===== config.mk =====
export PLATFORM = sky130hd
export DESIGN_NAME = scan_code_set1_key_translator_top_flat
export DESIGN_NICKNAME = d
export VERILOG_FILES = /design/src/hdl/scs1_pkg.sv /design/src/hdl/scs1_if.sv /design/src/hdl/scs1_front.sv /design/src/hdl/scs1_queue.sv /design/src/hdl/scs1_back.sv /design/src/hdl/scan_code_set1_key_translator_top.sv /design/src/flat_wrapper.sv
export SDC_FILE = /design/constraint.sdc
export NUM_CORES = 1
export LEC_CHECK = 0
export BUFFER_PORTS_ARGS = -buffer_cell sky130_fd_sc_hd__buf_4
export CAP_MARGIN = 20
export CORE_MARGIN = 3
export CORE_UTILIZATION = 50
export CTS_CLUSTER_SIZE = 28
export DETAILED_ROUTE_END_ITERATION = 8
export PLACE_DENSITY = 0.83
export SLEW_MARGIN = 20
export SYNTH_ARGS = -nofsm -noshare
export SYNTH_HDL_FRONTEND = slang
export SYNTH_SLANG_ARGS = --single-unit
export TNS_END_PERCENT = 1

===== constraint.sdc =====
create_clock -name clk_i -period 4.3 [get_ports clk_i]
set_input_delay 0.645 -clock clk_i [delete_from_list [all_inputs] [get_ports clk_i]]
set_output_delay 0.645 -clock clk_i [all_outputs]
set_load 0.05 [all_outputs]

===== src/hdl/scs1_pkg.sv =====
// Package with the types, constants and key table of the set 1 scan code translator.
`timescale 1ns / 1ps
package scs1_pkg;

  localparam logic CmdScan     = 1'b0;
  localparam logic CmdLedWrite = 1'b1;

  localparam logic [7:0] ReleaseBit = 8'h80;
  localparam logic [7:0] CodeMask   = 8'h7F;

  localparam logic [7:0] KeyTab    = 8'd15;
  localparam logic [7:0] KeyLCtrl  = 8'd29;
  localparam logic [7:0] KeyLShift = 8'd42;
  localparam logic [7:0] KeyZ      = 8'd44;
  localparam logic [7:0] KeyX      = 8'd45;
  localparam logic [7:0] KeyC      = 8'd46;
  localparam logic [7:0] KeyV      = 8'd47;
  localparam logic [7:0] KeyRShift = 8'd54;
  localparam logic [7:0] KeyLAlt   = 8'd56;
  localparam logic [7:0] KeyCaps   = 8'd58;
  localparam logic [7:0] KeyF4     = 8'd62;
  localparam logic [7:0] KeyNum    = 8'd69;
  localparam logic [7:0] KeyScroll = 8'd70;
  localparam logic [7:0] KeyRCtrl  = 8'd97;
  localparam logic [7:0] KeyRAlt   = 8'd100;
  localparam logic [7:0] KeyDelete = 8'd111;

  localparam logic [2:0] LockCaps   = 3'b001;
  localparam logic [2:0] LockNum    = 3'b010;
  localparam logic [2:0] LockScroll = 3'b100;

  localparam logic [2:0] ComboNone      = 3'd0;
  localparam logic [2:0] ComboCtrlC     = 3'd1;
  localparam logic [2:0] ComboCtrlZ     = 3'd2;
  localparam logic [2:0] ComboCtrlV     = 3'd3;
  localparam logic [2:0] ComboCtrlX     = 3'd4;
  localparam logic [2:0] ComboAltTab    = 3'd5;
  localparam logic [2:0] ComboAltF4     = 3'd6;
  localparam logic [2:0] ComboCtrlAltDel = 3'd7;

  localparam int unsigned QDepth = 2;
  localparam int unsigned QPtrW  = 1;
  localparam int unsigned QCntW  = 2;

  localparam logic [7:0] KEY_TABLE [128] = '{
    8'd0,   8'd1,   8'd2,   8'd3,   8'd4,   8'd5,   8'd6,   8'd7,
    8'd8,   8'd9,   8'd10,  8'd11,  8'd12,  8'd13,  8'd14,  8'd15,
    8'd16,  8'd17,  8'd18,  8'd19,  8'd20,  8'd21,  8'd22,  8'd23,
    8'd24,  8'd25,  8'd26,  8'd27,  8'd28,  8'd29,  8'd30,  8'd31,
    8'd32,  8'd33,  8'd34,  8'd35,  8'd36,  8'd37,  8'd38,  8'd39,
    8'd40,  8'd41,  8'd42,  8'd43,  8'd44,  8'd45,  8'd46,  8'd47,
    8'd48,  8'd49,  8'd50,  8'd51,  8'd52,  8'd53,  8'd54,  8'd55,
    8'd56,  8'd57,  8'd58,  8'd59,  8'd60,  8'd61,  8'd62,  8'd63,
    8'd64,  8'd65,  8'd66,  8'd67,  8'd68,  8'd69,  8'd70,  8'd71,
    8'd72,  8'd73,  8'd74,  8'd75,  8'd76,  8'd77,  8'd78,  8'd79,
    8'd80,  8'd81,  8'd82,  8'd83,  8'd0,   8'd0,   8'd86,  8'd87,
    8'd88,  8'd0,   8'd0,   8'd125, 8'd126, 8'd127, 8'd116, 8'd142,
    8'd0,   8'd0,   8'd0,   8'd143, 8'd0,   8'd217, 8'd156, 8'd103,
    8'd104, 8'd105, 8'd106, 8'd107, 8'd108, 8'd109, 8'd110, 8'd111,
    8'd0,   8'd113, 8'd114, 8'd115, 8'd164, 8'd166, 8'd165, 8'd163,
    8'd172, 8'd155, 8'd140, 8'd157, 8'd96,  8'd97,  8'd100, 8'd102
  };

  typedef struct packed {
    logic       lock_wr;
    logic       unmapped;
    logic       rel;
    logic [7:0] key;
    logic       is_shift;
    logic       is_ctrl;
    logic       is_alt;
    logic [2:0] lock_tgl;
    logic [2:0] ctrl_combo;
    logic [2:0] alt_combo;
    logic       is_delete;
    logic [2:0] wmask;
    logic [2:0] wval;
  } dec_t;

endpackage


===== src/hdl/scs1_if.sv =====
// Handshake interfaces for the input and result words of the translator.
`timescale 1ns / 1ps
interface scs1_in_if;
  logic       valid;
  logic       ready;
  logic       command;
  logic [7:0] scan_code;
  logic [2:0] led_write_mask;
  logic [2:0] led_value;

  modport source (output valid, command, scan_code, led_write_mask, led_value,
                  input ready);
  modport sink (input valid, command, scan_code, led_write_mask, led_value,
                output ready);
endinterface

interface scs1_out_if;
  logic        valid;
  logic        ready;
  logic        event_valid;
  logic [7:0]  key_code;
  logic        key_pressed;
  logic        unmapped;
  logic [2:0]  combo_id;
  logic        shift_held;
  logic        ctrl_held;
  logic        alt_held;
  logic [2:0]  lock_leds;
  logic [31:0] press_total;
  logic [31:0] release_total;
  logic [31:0] unknown_total;

  modport source (output valid, event_valid, key_code, key_pressed, unmapped, combo_id,
                  shift_held, ctrl_held, alt_held, lock_leds, press_total,
                  release_total, unknown_total, input ready);
  modport sink (input valid, event_valid, key_code, key_pressed, unmapped, combo_id,
                shift_held, ctrl_held, alt_held, lock_leds, press_total,
                release_total, unknown_total, output ready);
endinterface


===== src/hdl/scs1_front.sv =====
// Front stage: accepts input words, looks up the key table and classifies each word.
`timescale 1ns / 1ps
module scs1_front (
  input  logic                clk_i,
  input  logic                rst_ni,
  scs1_in_if.sink             in_i,
  output logic                dec_valid_o,
  output scs1_pkg::dec_t      dec_o,
  input  logic                dec_ready_i
);
  import scs1_pkg::*;

  logic       fv_q;
  dec_t       dec_q;
  dec_t       dec_d;
  logic [6:0] idx;
  logic [7:0] key;

  assign in_i.ready = !fv_q || dec_ready_i;

  always_comb begin
    idx = 7'(in_i.scan_code & CodeMask);
    key = KEY_TABLE[idx];
    dec_d.lock_wr    = (in_i.command == CmdLedWrite);
    dec_d.unmapped   = (in_i.command == CmdScan) && (key == 8'd0);
    dec_d.rel        = |(in_i.scan_code & ReleaseBit);
    dec_d.key        = key;
    dec_d.is_shift   = (key == KeyLShift) || (key == KeyRShift);
    dec_d.is_ctrl    = (key == KeyLCtrl) || (key == KeyRCtrl);
    dec_d.is_alt     = (key == KeyLAlt) || (key == KeyRAlt);
    dec_d.lock_tgl   = ((key == KeyCaps) ? LockCaps : 3'b000)
                     | ((key == KeyNum) ? LockNum : 3'b000)
                     | ((key == KeyScroll) ? LockScroll : 3'b000);
    dec_d.ctrl_combo = ComboNone;
    dec_d.alt_combo  = ComboNone;
    case (key)
      KeyC:    dec_d.ctrl_combo = ComboCtrlC;
      KeyZ:    dec_d.ctrl_combo = ComboCtrlZ;
      KeyV:    dec_d.ctrl_combo = ComboCtrlV;
      KeyX:    dec_d.ctrl_combo = ComboCtrlX;
      KeyTab:  dec_d.alt_combo  = ComboAltTab;
      KeyF4:   dec_d.alt_combo  = ComboAltF4;
      default: dec_d.ctrl_combo = ComboNone;
    endcase
    dec_d.is_delete  = (key == KeyDelete);
    dec_d.wmask      = in_i.led_write_mask;
    dec_d.wval       = in_i.led_value;
  end

  always_ff @(posedge clk_i or negedge rst_ni) begin
    if (!rst_ni) begin
      fv_q <= 1'b0;
    end else if (in_i.ready) begin
      fv_q <= in_i.valid;
    end
  end

  always_ff @(posedge clk_i) begin
    if (in_i.ready && in_i.valid) begin
      dec_q <= dec_d;
    end
  end

  assign dec_valid_o = fv_q;
  assign dec_o       = dec_q;

endmodule


===== src/hdl/scs1_queue.sv =====
// Short queue of classified words between the front and back stages.
`timescale 1ns / 1ps
module scs1_queue (
  input  logic                clk_i,
  input  logic                rst_ni,
  input  logic                push_valid_i,
  input  scs1_pkg::dec_t      push_data_i,
  output logic                push_ready_o,
  output logic                pop_valid_o,
  output scs1_pkg::dec_t      pop_data_o,
  input  logic                pop_ready_i
);
  import scs1_pkg::*;

  dec_t             mem_q [QDepth];
  logic [QPtrW-1:0] wr_ptr_q;
  logic [QPtrW-1:0] rd_ptr_q;
  logic [QCntW-1:0] cnt_q;
  logic             push;
  logic             pop;

  assign push_ready_o = (cnt_q != QCntW'(QDepth));
  assign pop_valid_o  = (cnt_q != '0);
  assign pop_data_o   = mem_q[rd_ptr_q];
  assign push         = push_valid_i && push_ready_o;
  assign pop          = pop_valid_o && pop_ready_i;

  always_ff @(posedge clk_i or negedge rst_ni) begin
    if (!rst_ni) begin
      wr_ptr_q <= '0;
      rd_ptr_q <= '0;
      cnt_q    <= '0;
    end else begin
      if (push) begin
        wr_ptr_q <= QPtrW'(wr_ptr_q + 1'b1);
      end
      if (pop) begin
        rd_ptr_q <= QPtrW'(rd_ptr_q + 1'b1);
      end
      cnt_q <= QCntW'(cnt_q + QCntW'(push) - QCntW'(pop));
    end
  end

  always_ff @(posedge clk_i) begin
    if (push) begin
      mem_q[wr_ptr_q] <= push_data_i;
    end
  end

endmodule


===== src/hdl/scs1_back.sv =====
// Back stage: applies each classified word to the flags and counters and registers the result.
`timescale 1ns / 1ps
module scs1_back #(
  parameter int unsigned CountWidth = 32
) (
  input  logic                clk_i,
  input  logic                rst_ni,
  input  logic                dec_valid_i,
  input  scs1_pkg::dec_t      dec_i,
  output logic                dec_ready_o,
  scs1_out_if.source          out_o
);
  import scs1_pkg::*;

  logic                  ov_q;
  logic                  shift_q, shift_d;
  logic                  ctrl_q, ctrl_d;
  logic                  alt_q, alt_d;
  logic [2:0]            lock_q, lock_d;
  logic [CountWidth-1:0] press_q, press_d;
  logic [CountWidth-1:0] rel_q, rel_d;
  logic [CountWidth-1:0] unk_q, unk_d;
  logic                  ev_d, ev_q;
  logic [7:0]            key_d, key_q;
  logic                  pr_d, pr_q;
  logic                  unm_q;
  logic [2:0]            combo_d, combo_q;
  logic [63:0]           press_ext, rel_ext, unk_ext;
  logic                  pop;

  assign dec_ready_o = !ov_q || out_o.ready;
  assign pop         = dec_valid_i && dec_ready_o;

  always_comb begin
    shift_d = shift_q;
    ctrl_d  = ctrl_q;
    alt_d   = alt_q;
    lock_d  = lock_q;
    press_d = press_q;
    rel_d   = rel_q;
    unk_d   = unk_q;
    ev_d    = 1'b0;
    key_d   = 8'd0;
    pr_d    = 1'b0;
    combo_d = ComboNone;
    if (dec_i.lock_wr) begin
      lock_d = (lock_q & ~dec_i.wmask) | (dec_i.wval & dec_i.wmask);
    end else if (dec_i.unmapped) begin
      unk_d = unk_q + CountWidth'(1);
    end else begin
      if (dec_i.is_shift) begin
        shift_d = !dec_i.rel;
      end
      if (dec_i.is_ctrl) begin
        ctrl_d = !dec_i.rel;
      end
      if (dec_i.is_alt) begin
        alt_d = !dec_i.rel;
      end
      if (!dec_i.rel) begin
        lock_d  = lock_q ^ dec_i.lock_tgl;
        press_d = press_q + CountWidth'(1);
        combo_d = (ctrl_d ? dec_i.ctrl_combo : ComboNone)
                | (alt_d ? dec_i.alt_combo : ComboNone)
                | ((ctrl_d && alt_d && dec_i.is_delete) ? ComboCtrlAltDel : ComboNone);
      end else begin
        rel_d = rel_q + CountWidth'(1);
      end
      ev_d  = 1'b1;
      key_d = dec_i.key;
      pr_d  = !dec_i.rel;
    end
  end

  always_ff @(posedge clk_i or negedge rst_ni) begin
    if (!rst_ni) begin
      ov_q    <= 1'b0;
      shift_q <= 1'b0;
      ctrl_q  <= 1'b0;
      alt_q   <= 1'b0;
      lock_q  <= 3'b000;
      press_q <= '0;
      rel_q   <= '0;
      unk_q   <= '0;
    end else begin
      if (dec_ready_o) begin
        ov_q <= dec_valid_i;
      end
      if (pop) begin
        shift_q <= shift_d;
        ctrl_q  <= ctrl_d;
        alt_q   <= alt_d;
        lock_q  <= lock_d;
        press_q <= press_d;
        rel_q   <= rel_d;
        unk_q   <= unk_d;
      end
    end
  end

  always_ff @(posedge clk_i) begin
    if (pop) begin
      ev_q    <= ev_d;
      key_q   <= key_d;
      pr_q    <= pr_d;
      unm_q   <= dec_i.unmapped;
      combo_q <= combo_d;
    end
  end

  assign press_ext = 64'(press_q);
  assign rel_ext   = 64'(rel_q);
  assign unk_ext   = 64'(unk_q);

  assign out_o.valid         = ov_q;
  assign out_o.event_valid   = ev_q;
  assign out_o.key_code      = key_q;
  assign out_o.key_pressed   = pr_q;
  assign out_o.unmapped      = unm_q;
  assign out_o.combo_id      = combo_q;
  assign out_o.shift_held    = shift_q;
  assign out_o.ctrl_held     = ctrl_q;
  assign out_o.alt_held      = alt_q;
  assign out_o.lock_leds     = lock_q;
  assign out_o.press_total   = press_ext[31:0];
  assign out_o.release_total = rel_ext[31:0];
  assign out_o.unknown_total = unk_ext[31:0];

  // A mapped press taken from the queue advances the press count by exactly one.
  assert property (@(posedge clk_i) disable iff (!rst_ni)
    pop && !dec_i.lock_wr && !dec_i.unmapped && !dec_i.rel
    |=> press_q == $past(press_q) + CountWidth'(1))
    else $error("press count did not advance on a mapped press");

  // An unmapped code never reports an event or a combination.
  assert property (@(posedge clk_i) disable iff (!rst_ni)
    ov_q && unm_q |-> !ev_q && combo_q == ComboNone)
    else $error("unmapped word carries an event");

  // Combinations are only reported on a key press.
  assert property (@(posedge clk_i) disable iff (!rst_ni)
    ov_q && combo_q != ComboNone |-> ev_q && pr_q)
    else $error("combination reported without a press");

endmodule


===== src/hdl/scan_code_set1_key_translator_top.sv =====
// Top level of the set 1 scan code to key code translator.
`timescale 1ns / 1ps
// Takes one word per clock cycle on in_i while out_o is ready, either a set 1 scan code byte
// or a direct write of the caps, num and scroll lock flags, and delivers exactly one result
// word per input word on out_o, in order. A word passes a classifying front register, a
// two-entry queue and the result register of the back stage. The back stage updates the held
// modifier flags, lock flags and the press, release and unmapped counters once per word, and
// sustains one word per cycle while out_o is ready. Counters are CountWidth bits wide and wrap;
// the totals show their low 32 bits.
module scan_code_set1_key_translator_top #(
  parameter int unsigned CountWidth = 32
) (
  input  logic        clk_i,
  input  logic        rst_ni,
  scs1_in_if.sink     in_i,
  scs1_out_if.source  out_o
);
  import scs1_pkg::*;

  logic fq_valid;
  logic fq_ready;
  dec_t fq_data;
  logic qb_valid;
  logic qb_ready;
  dec_t qb_data;

  scs1_front u_front (
    .clk_i       (clk_i),
    .rst_ni      (rst_ni),
    .in_i        (in_i),
    .dec_valid_o (fq_valid),
    .dec_o       (fq_data),
    .dec_ready_i (fq_ready)
  );

  scs1_queue u_queue (
    .clk_i        (clk_i),
    .rst_ni       (rst_ni),
    .push_valid_i (fq_valid),
    .push_data_i  (fq_data),
    .push_ready_o (fq_ready),
    .pop_valid_o  (qb_valid),
    .pop_data_o   (qb_data),
    .pop_ready_i  (qb_ready)
  );

  scs1_back #(
    .CountWidth (CountWidth)
  ) u_back (
    .clk_i       (clk_i),
    .rst_ni      (rst_ni),
    .dec_valid_i (qb_valid),
    .dec_i       (qb_data),
    .dec_ready_o (qb_ready),
    .out_o       (out_o)
  );

endmodule

===== src/flat_wrapper.sv =====
// flat-port wrapper written by rule: the top's interface ports become plain ports
module scan_code_set1_key_translator_top_flat import scs1_pkg::*;
#(
  parameter int unsigned CountWidth = 32
)
  (clk_i, rst_ni, in_i_valid, in_i_command, in_i_scan_code, in_i_led_write_mask, in_i_led_value, in_i_ready, out_o_valid, out_o_event_valid, out_o_key_code, out_o_key_pressed, out_o_unmapped, out_o_combo_id, out_o_shift_held, out_o_ctrl_held, out_o_alt_held, out_o_lock_leds, out_o_press_total, out_o_release_total, out_o_unknown_total, out_o_ready);
  scs1_in_if in_i_i ();
  scs1_out_if out_o_i ();
  input  logic clk_i;
  input  logic rst_ni;
  input wire logic [$bits(in_i_i.valid)-1:0] in_i_valid;
  input wire logic [$bits(in_i_i.command)-1:0] in_i_command;
  input wire logic [$bits(in_i_i.scan_code)-1:0] in_i_scan_code;
  input wire logic [$bits(in_i_i.led_write_mask)-1:0] in_i_led_write_mask;
  input wire logic [$bits(in_i_i.led_value)-1:0] in_i_led_value;
  output wire logic [$bits(in_i_i.ready)-1:0] in_i_ready;
  output wire logic [$bits(out_o_i.valid)-1:0] out_o_valid;
  output wire logic [$bits(out_o_i.event_valid)-1:0] out_o_event_valid;
  output wire logic [$bits(out_o_i.key_code)-1:0] out_o_key_code;
  output wire logic [$bits(out_o_i.key_pressed)-1:0] out_o_key_pressed;
  output wire logic [$bits(out_o_i.unmapped)-1:0] out_o_unmapped;
  output wire logic [$bits(out_o_i.combo_id)-1:0] out_o_combo_id;
  output wire logic [$bits(out_o_i.shift_held)-1:0] out_o_shift_held;
  output wire logic [$bits(out_o_i.ctrl_held)-1:0] out_o_ctrl_held;
  output wire logic [$bits(out_o_i.alt_held)-1:0] out_o_alt_held;
  output wire logic [$bits(out_o_i.lock_leds)-1:0] out_o_lock_leds;
  output wire logic [$bits(out_o_i.press_total)-1:0] out_o_press_total;
  output wire logic [$bits(out_o_i.release_total)-1:0] out_o_release_total;
  output wire logic [$bits(out_o_i.unknown_total)-1:0] out_o_unknown_total;
  input wire logic [$bits(out_o_i.ready)-1:0] out_o_ready;
  assign in_i_i.valid = in_i_valid;
  assign in_i_i.command = in_i_command;
  assign in_i_i.scan_code = in_i_scan_code;
  assign in_i_i.led_write_mask = in_i_led_write_mask;
  assign in_i_i.led_value = in_i_led_value;
  assign in_i_ready = in_i_i.ready;
  assign out_o_valid = out_o_i.valid;
  assign out_o_event_valid = out_o_i.event_valid;
  assign out_o_key_code = out_o_i.key_code;
  assign out_o_key_pressed = out_o_i.key_pressed;
  assign out_o_unmapped = out_o_i.unmapped;
  assign out_o_combo_id = out_o_i.combo_id;
  assign out_o_shift_held = out_o_i.shift_held;
  assign out_o_ctrl_held = out_o_i.ctrl_held;
  assign out_o_alt_held = out_o_i.alt_held;
  assign out_o_lock_leds = out_o_i.lock_leds;
  assign out_o_press_total = out_o_i.press_total;
  assign out_o_release_total = out_o_i.release_total;
  assign out_o_unknown_total = out_o_i.unknown_total;
  assign out_o_i.ready = out_o_ready;
  scan_code_set1_key_translator_top #(.CountWidth(CountWidth)) u_core (.clk_i(clk_i), .rst_ni(rst_ni), .in_i(in_i_i), .out_o(out_o_i));
endmodule

==> flow_metrics.env <==
export IMPL_cts_resized=0
export IMPL_postPlaceCellArea_um2=10670
export IMPL_initialDrtViolationCount=296
export IMPL_synthArstFlopShare_pct=50.94
export IMPL_hold_class="in2async"
export IMPL_clock_root_buffer="clkbuf_16"
export IMPL_avgSynthCellArea_um2=12.76
export IMPL_drc=0
export IMPL_synth_seq_area_share_pct=61.76
export IMPL_synth_cell_types=67
export IMPL_power_leakage_nw=4.871
export IMPL_required_ns=4.68
export IMPL_hpwl_mm=13.39
export IMPL_drive_gt1_share_pct=23.25
export IMPL_finalWirelength_mm=19.42
export IMPL_grt_pass1_wl_mm=30.91
export IMPL_die_area_um2=20550
export IMPL_cts_setup_buffers=0
export IMPL_fmax_mhz=343.1
export IMPL_crit_path_start_kind="flop"
export IMPL_numCtsBuffers=22
export IMPL_syn_num_nets=770
export IMPL_final_cell_mix="143 x buf_4, 108 x dfrtp_1, 104 x edfxtp_1, 70 x xnor2_1, 56 x nand2_1"
export IMPL_h_tree_depth=1
export IMPL_antenna_found_initial=0
export IMPL_antenna_diode_count=0
export IMPL_finalSetupViolCount=0
export IMPL_initial_core_util_pct=51.63
export IMPL_worstSetupPathType="reg2reg"
export IMPL_cts_sinks=212
export IMPL_cts_tree="done"
export IMPL_synth_cells=739
export IMPL_grt_max_degree=48
export IMPL_wl_per_cell_um=17.21
export IMPL_worstPathArrival_ns=3.29
export IMPL_ys_warn_count=0
export IMPL_drv_cap=0
export IMPL_io_buffers=136
export IMPL_min_period_over_period_pct=67.79
export IMPL_clkLatencyLatePin_ns=0.50
export IMPL_skew_ns=0.01505
export IMPL_avgViaCountPerCell=5.635
export IMPL_coreArea_um2=18270
export IMPL_fillCellCount=1378
export IMPL_synth_ff_type="dfrtp_1"
export IMPL_finalHoldViolations=0
export IMPL_cp_max_fo=17
export IMPL_finalPower_mw=6.528
export IMPL_area_delta_synth_final_pct=20.81
export IMPL_r2r_cells=6
export IMPL_die_w_um=143.4
export IMPL_clk_path_buf_depth=3
export IMPL_die_y_um=143.4
export IMPL_via_count=6356
export IMPL_nets=915
export IMPL_worst_slew_pin_slew_ns=0.9929
export IMPL_holdBufCountCts=0
export IMPL_fin_setup_tns_ns=0
export IMPL_p_per_area_nw_per_um2=572.8
export IMPL_firstDrtPassIters=5
export IMPL_gp_congestion=0.8933
export IMPL_synth_area_um2=9433
export IMPL_grt_ovfl_total=0
export IMPL_grt_pass1_vias=6234
export IMPL_period_minus_slack_ns=2.915
export IMPL_outcome="completed"
export IMPL_drv_slew=0
export IMPL_layout_commonest_cell="buf_4"
export IMPL_rsz0062_at_grt="false"
export IMPL_grt_util_all_layers_pct=18.51
export IMPL_io_pins=137
export IMPL_stdcell_area_um2=11400
export IMPL_r2r_start="u_core.u_queue.rd_ptr_q"
export IMPL_num_rows=49
export IMPL_r2r_setup_slack_ns=1.39
export IMPL_synth_edf_count=104
export IMPL_end_kind="flop"
export IMPL_maxSlewHeadroom_pct=33.56
export IMPL_ant_nets=0
export IMPL_r2r_end="u_core.u_back.out_o.press_total[1]"
export IMPL_clk_pin_slew_ns=0.06
export IMPL_ys_ff_latch=212
export IMPL_vdd_drop_max_mv=0.2934
-- how the worst max path moves through the flow --
stage / endpoint / start / slack (ns) / cells past startpoint
floorplan: u_core.u_front.dec_o[9] / in_i_scan_code[1] / 1.61 / 8
global placement: u_core.u_front.dec_o[9] / in_i_scan_code[1] / 1.32 / 9
detailed placement: u_core.u_front.dec_o[9] / in_i_scan_code[1] / 1.25 / 9
CTS: u_core.u_back.out_o.press_total[1] / u_core.u_queue.rd_ptr_q / 1.39 / 6
global route: u_core.u_back.out_o.press_total[1] / u_core.u_queue.rd_ptr_q / 1.16 / 6
finish: u_core.u_back.out_o.press_total[1] / u_core.u_queue.rd_ptr_q / 1.39 / 6
-- Yosys cell counts, types with 9 or more instances --
cell type  instances  area, µm²
edfxtp_1         104       3123
inv_1             22      82.58
o21ai_0           11      55.05
xor2_1            33      289.0
nor2_1            49      183.9
xnor2_1           70      613.1
nor3_1            18      90.09
and3_1             9      56.30
nand4_1           30      187.7
nand3_1           39      195.2
a21oi_1           11      55.05
nand2b_1           9      56.30
nand2_1           56      210.2
ha_1              12      150.1
mux2i_1           22      220.2
dfrtp_1          108       2703
-- metal layers --
layer / wire, µm / global-route usage, % / vias to the layer above / part of all wire, %
met1: 7948 / 23.76 / 3116 / 41
met3: 1181 / 2.795 / 54 / 6.1
li1: - / - / 2978 / -
met5: 0 / 0 / - / 0
met2: 9616 / 31.38 / 208 / 50
met4: 671 / 8.276 / 0 / 3.5
-- flip-flops by register name, summed over array words and instances (netlist names), 2 cells and up, named ones only --
| name | flops |
|---|---|
| u_core.u_queue.cnt_q | 2 |
| u_core.u_queue.mem_q | 60 |
| u_core.u_back.out_o.release_total | 32 |
| u_core.u_back.out_o.press_total | 32 |
| u_core.u_back.out_o.combo_id | 3 |
| u_core.u_back.out_o.unknown_total | 32 |
| u_core.u_front.dec_o | 30 |
| u_core.u_back.out_o.key_code | 8 |
-- cell families after synthesis --
logic type	Yosys count	synth area share, %
fa+ha+maj	12	1.592
xor+xnor	103	9.564
flops	212	61.76
simple gates	272	16.08
buf+inv	44	2.255
mux	32	3.595
compound gates	64	5.160
-- critical path, cell delays in order (launching register included) --
cell and delay, ns:
dfrtp_1 0.77, nor3_1 0.14, nor2_1 0.78, inv_1 0.18
nand2_1 0.39, nor2_1 0.21, mux2_2 0.32
-- area by class of cell --
type | instances | area (µm²) | share of cell area, %
clock inverters | 11 | 136.4 | 1.197
repair buffers | 143 | 1074 | 9.420
multi-input cells | 483 | 3397 | 29.81
flip-flops and latches | 212 | 5826 | 51.12
clock buffers | 28 | 594.3 | 5.215
inverters | 22 | 82.58 | 0.7246
well taps | 229 | 286.5 | 2.514
-- stage by stage --
step / utilization [%] / std cells / setup WS (ns) / hold slack [ns]
CTS: 62.38 / 1128 / 1.386 / 0.1724
finish: 62.38 / 1128 / 1.385 / 0.1623
global placement: 58.38 / 1089 / 1.319 / 0.4239
floorplan: - / 739 / 1.614 / 0.3494
detailed placement: 58.38 / 1089 / 1.248 / 0.4310
global route: 62.38 / 1128 / 1.163 / 0.1934
-- where the power goes --
| group | switching (mW) | total [mW] | internal (mW) |
|---|---|---|---|
| Sequential | 0.258 | 2.87 | 2.61 |
| Clock | 0.736 | 1.90 | 1.16 |
| Combinational | 1.21 | 1.76 | 0.553 |
| Total | 2.20 | 6.53 | 4.33 |
No activity file was read; power rests on OpenSTA's default activity.
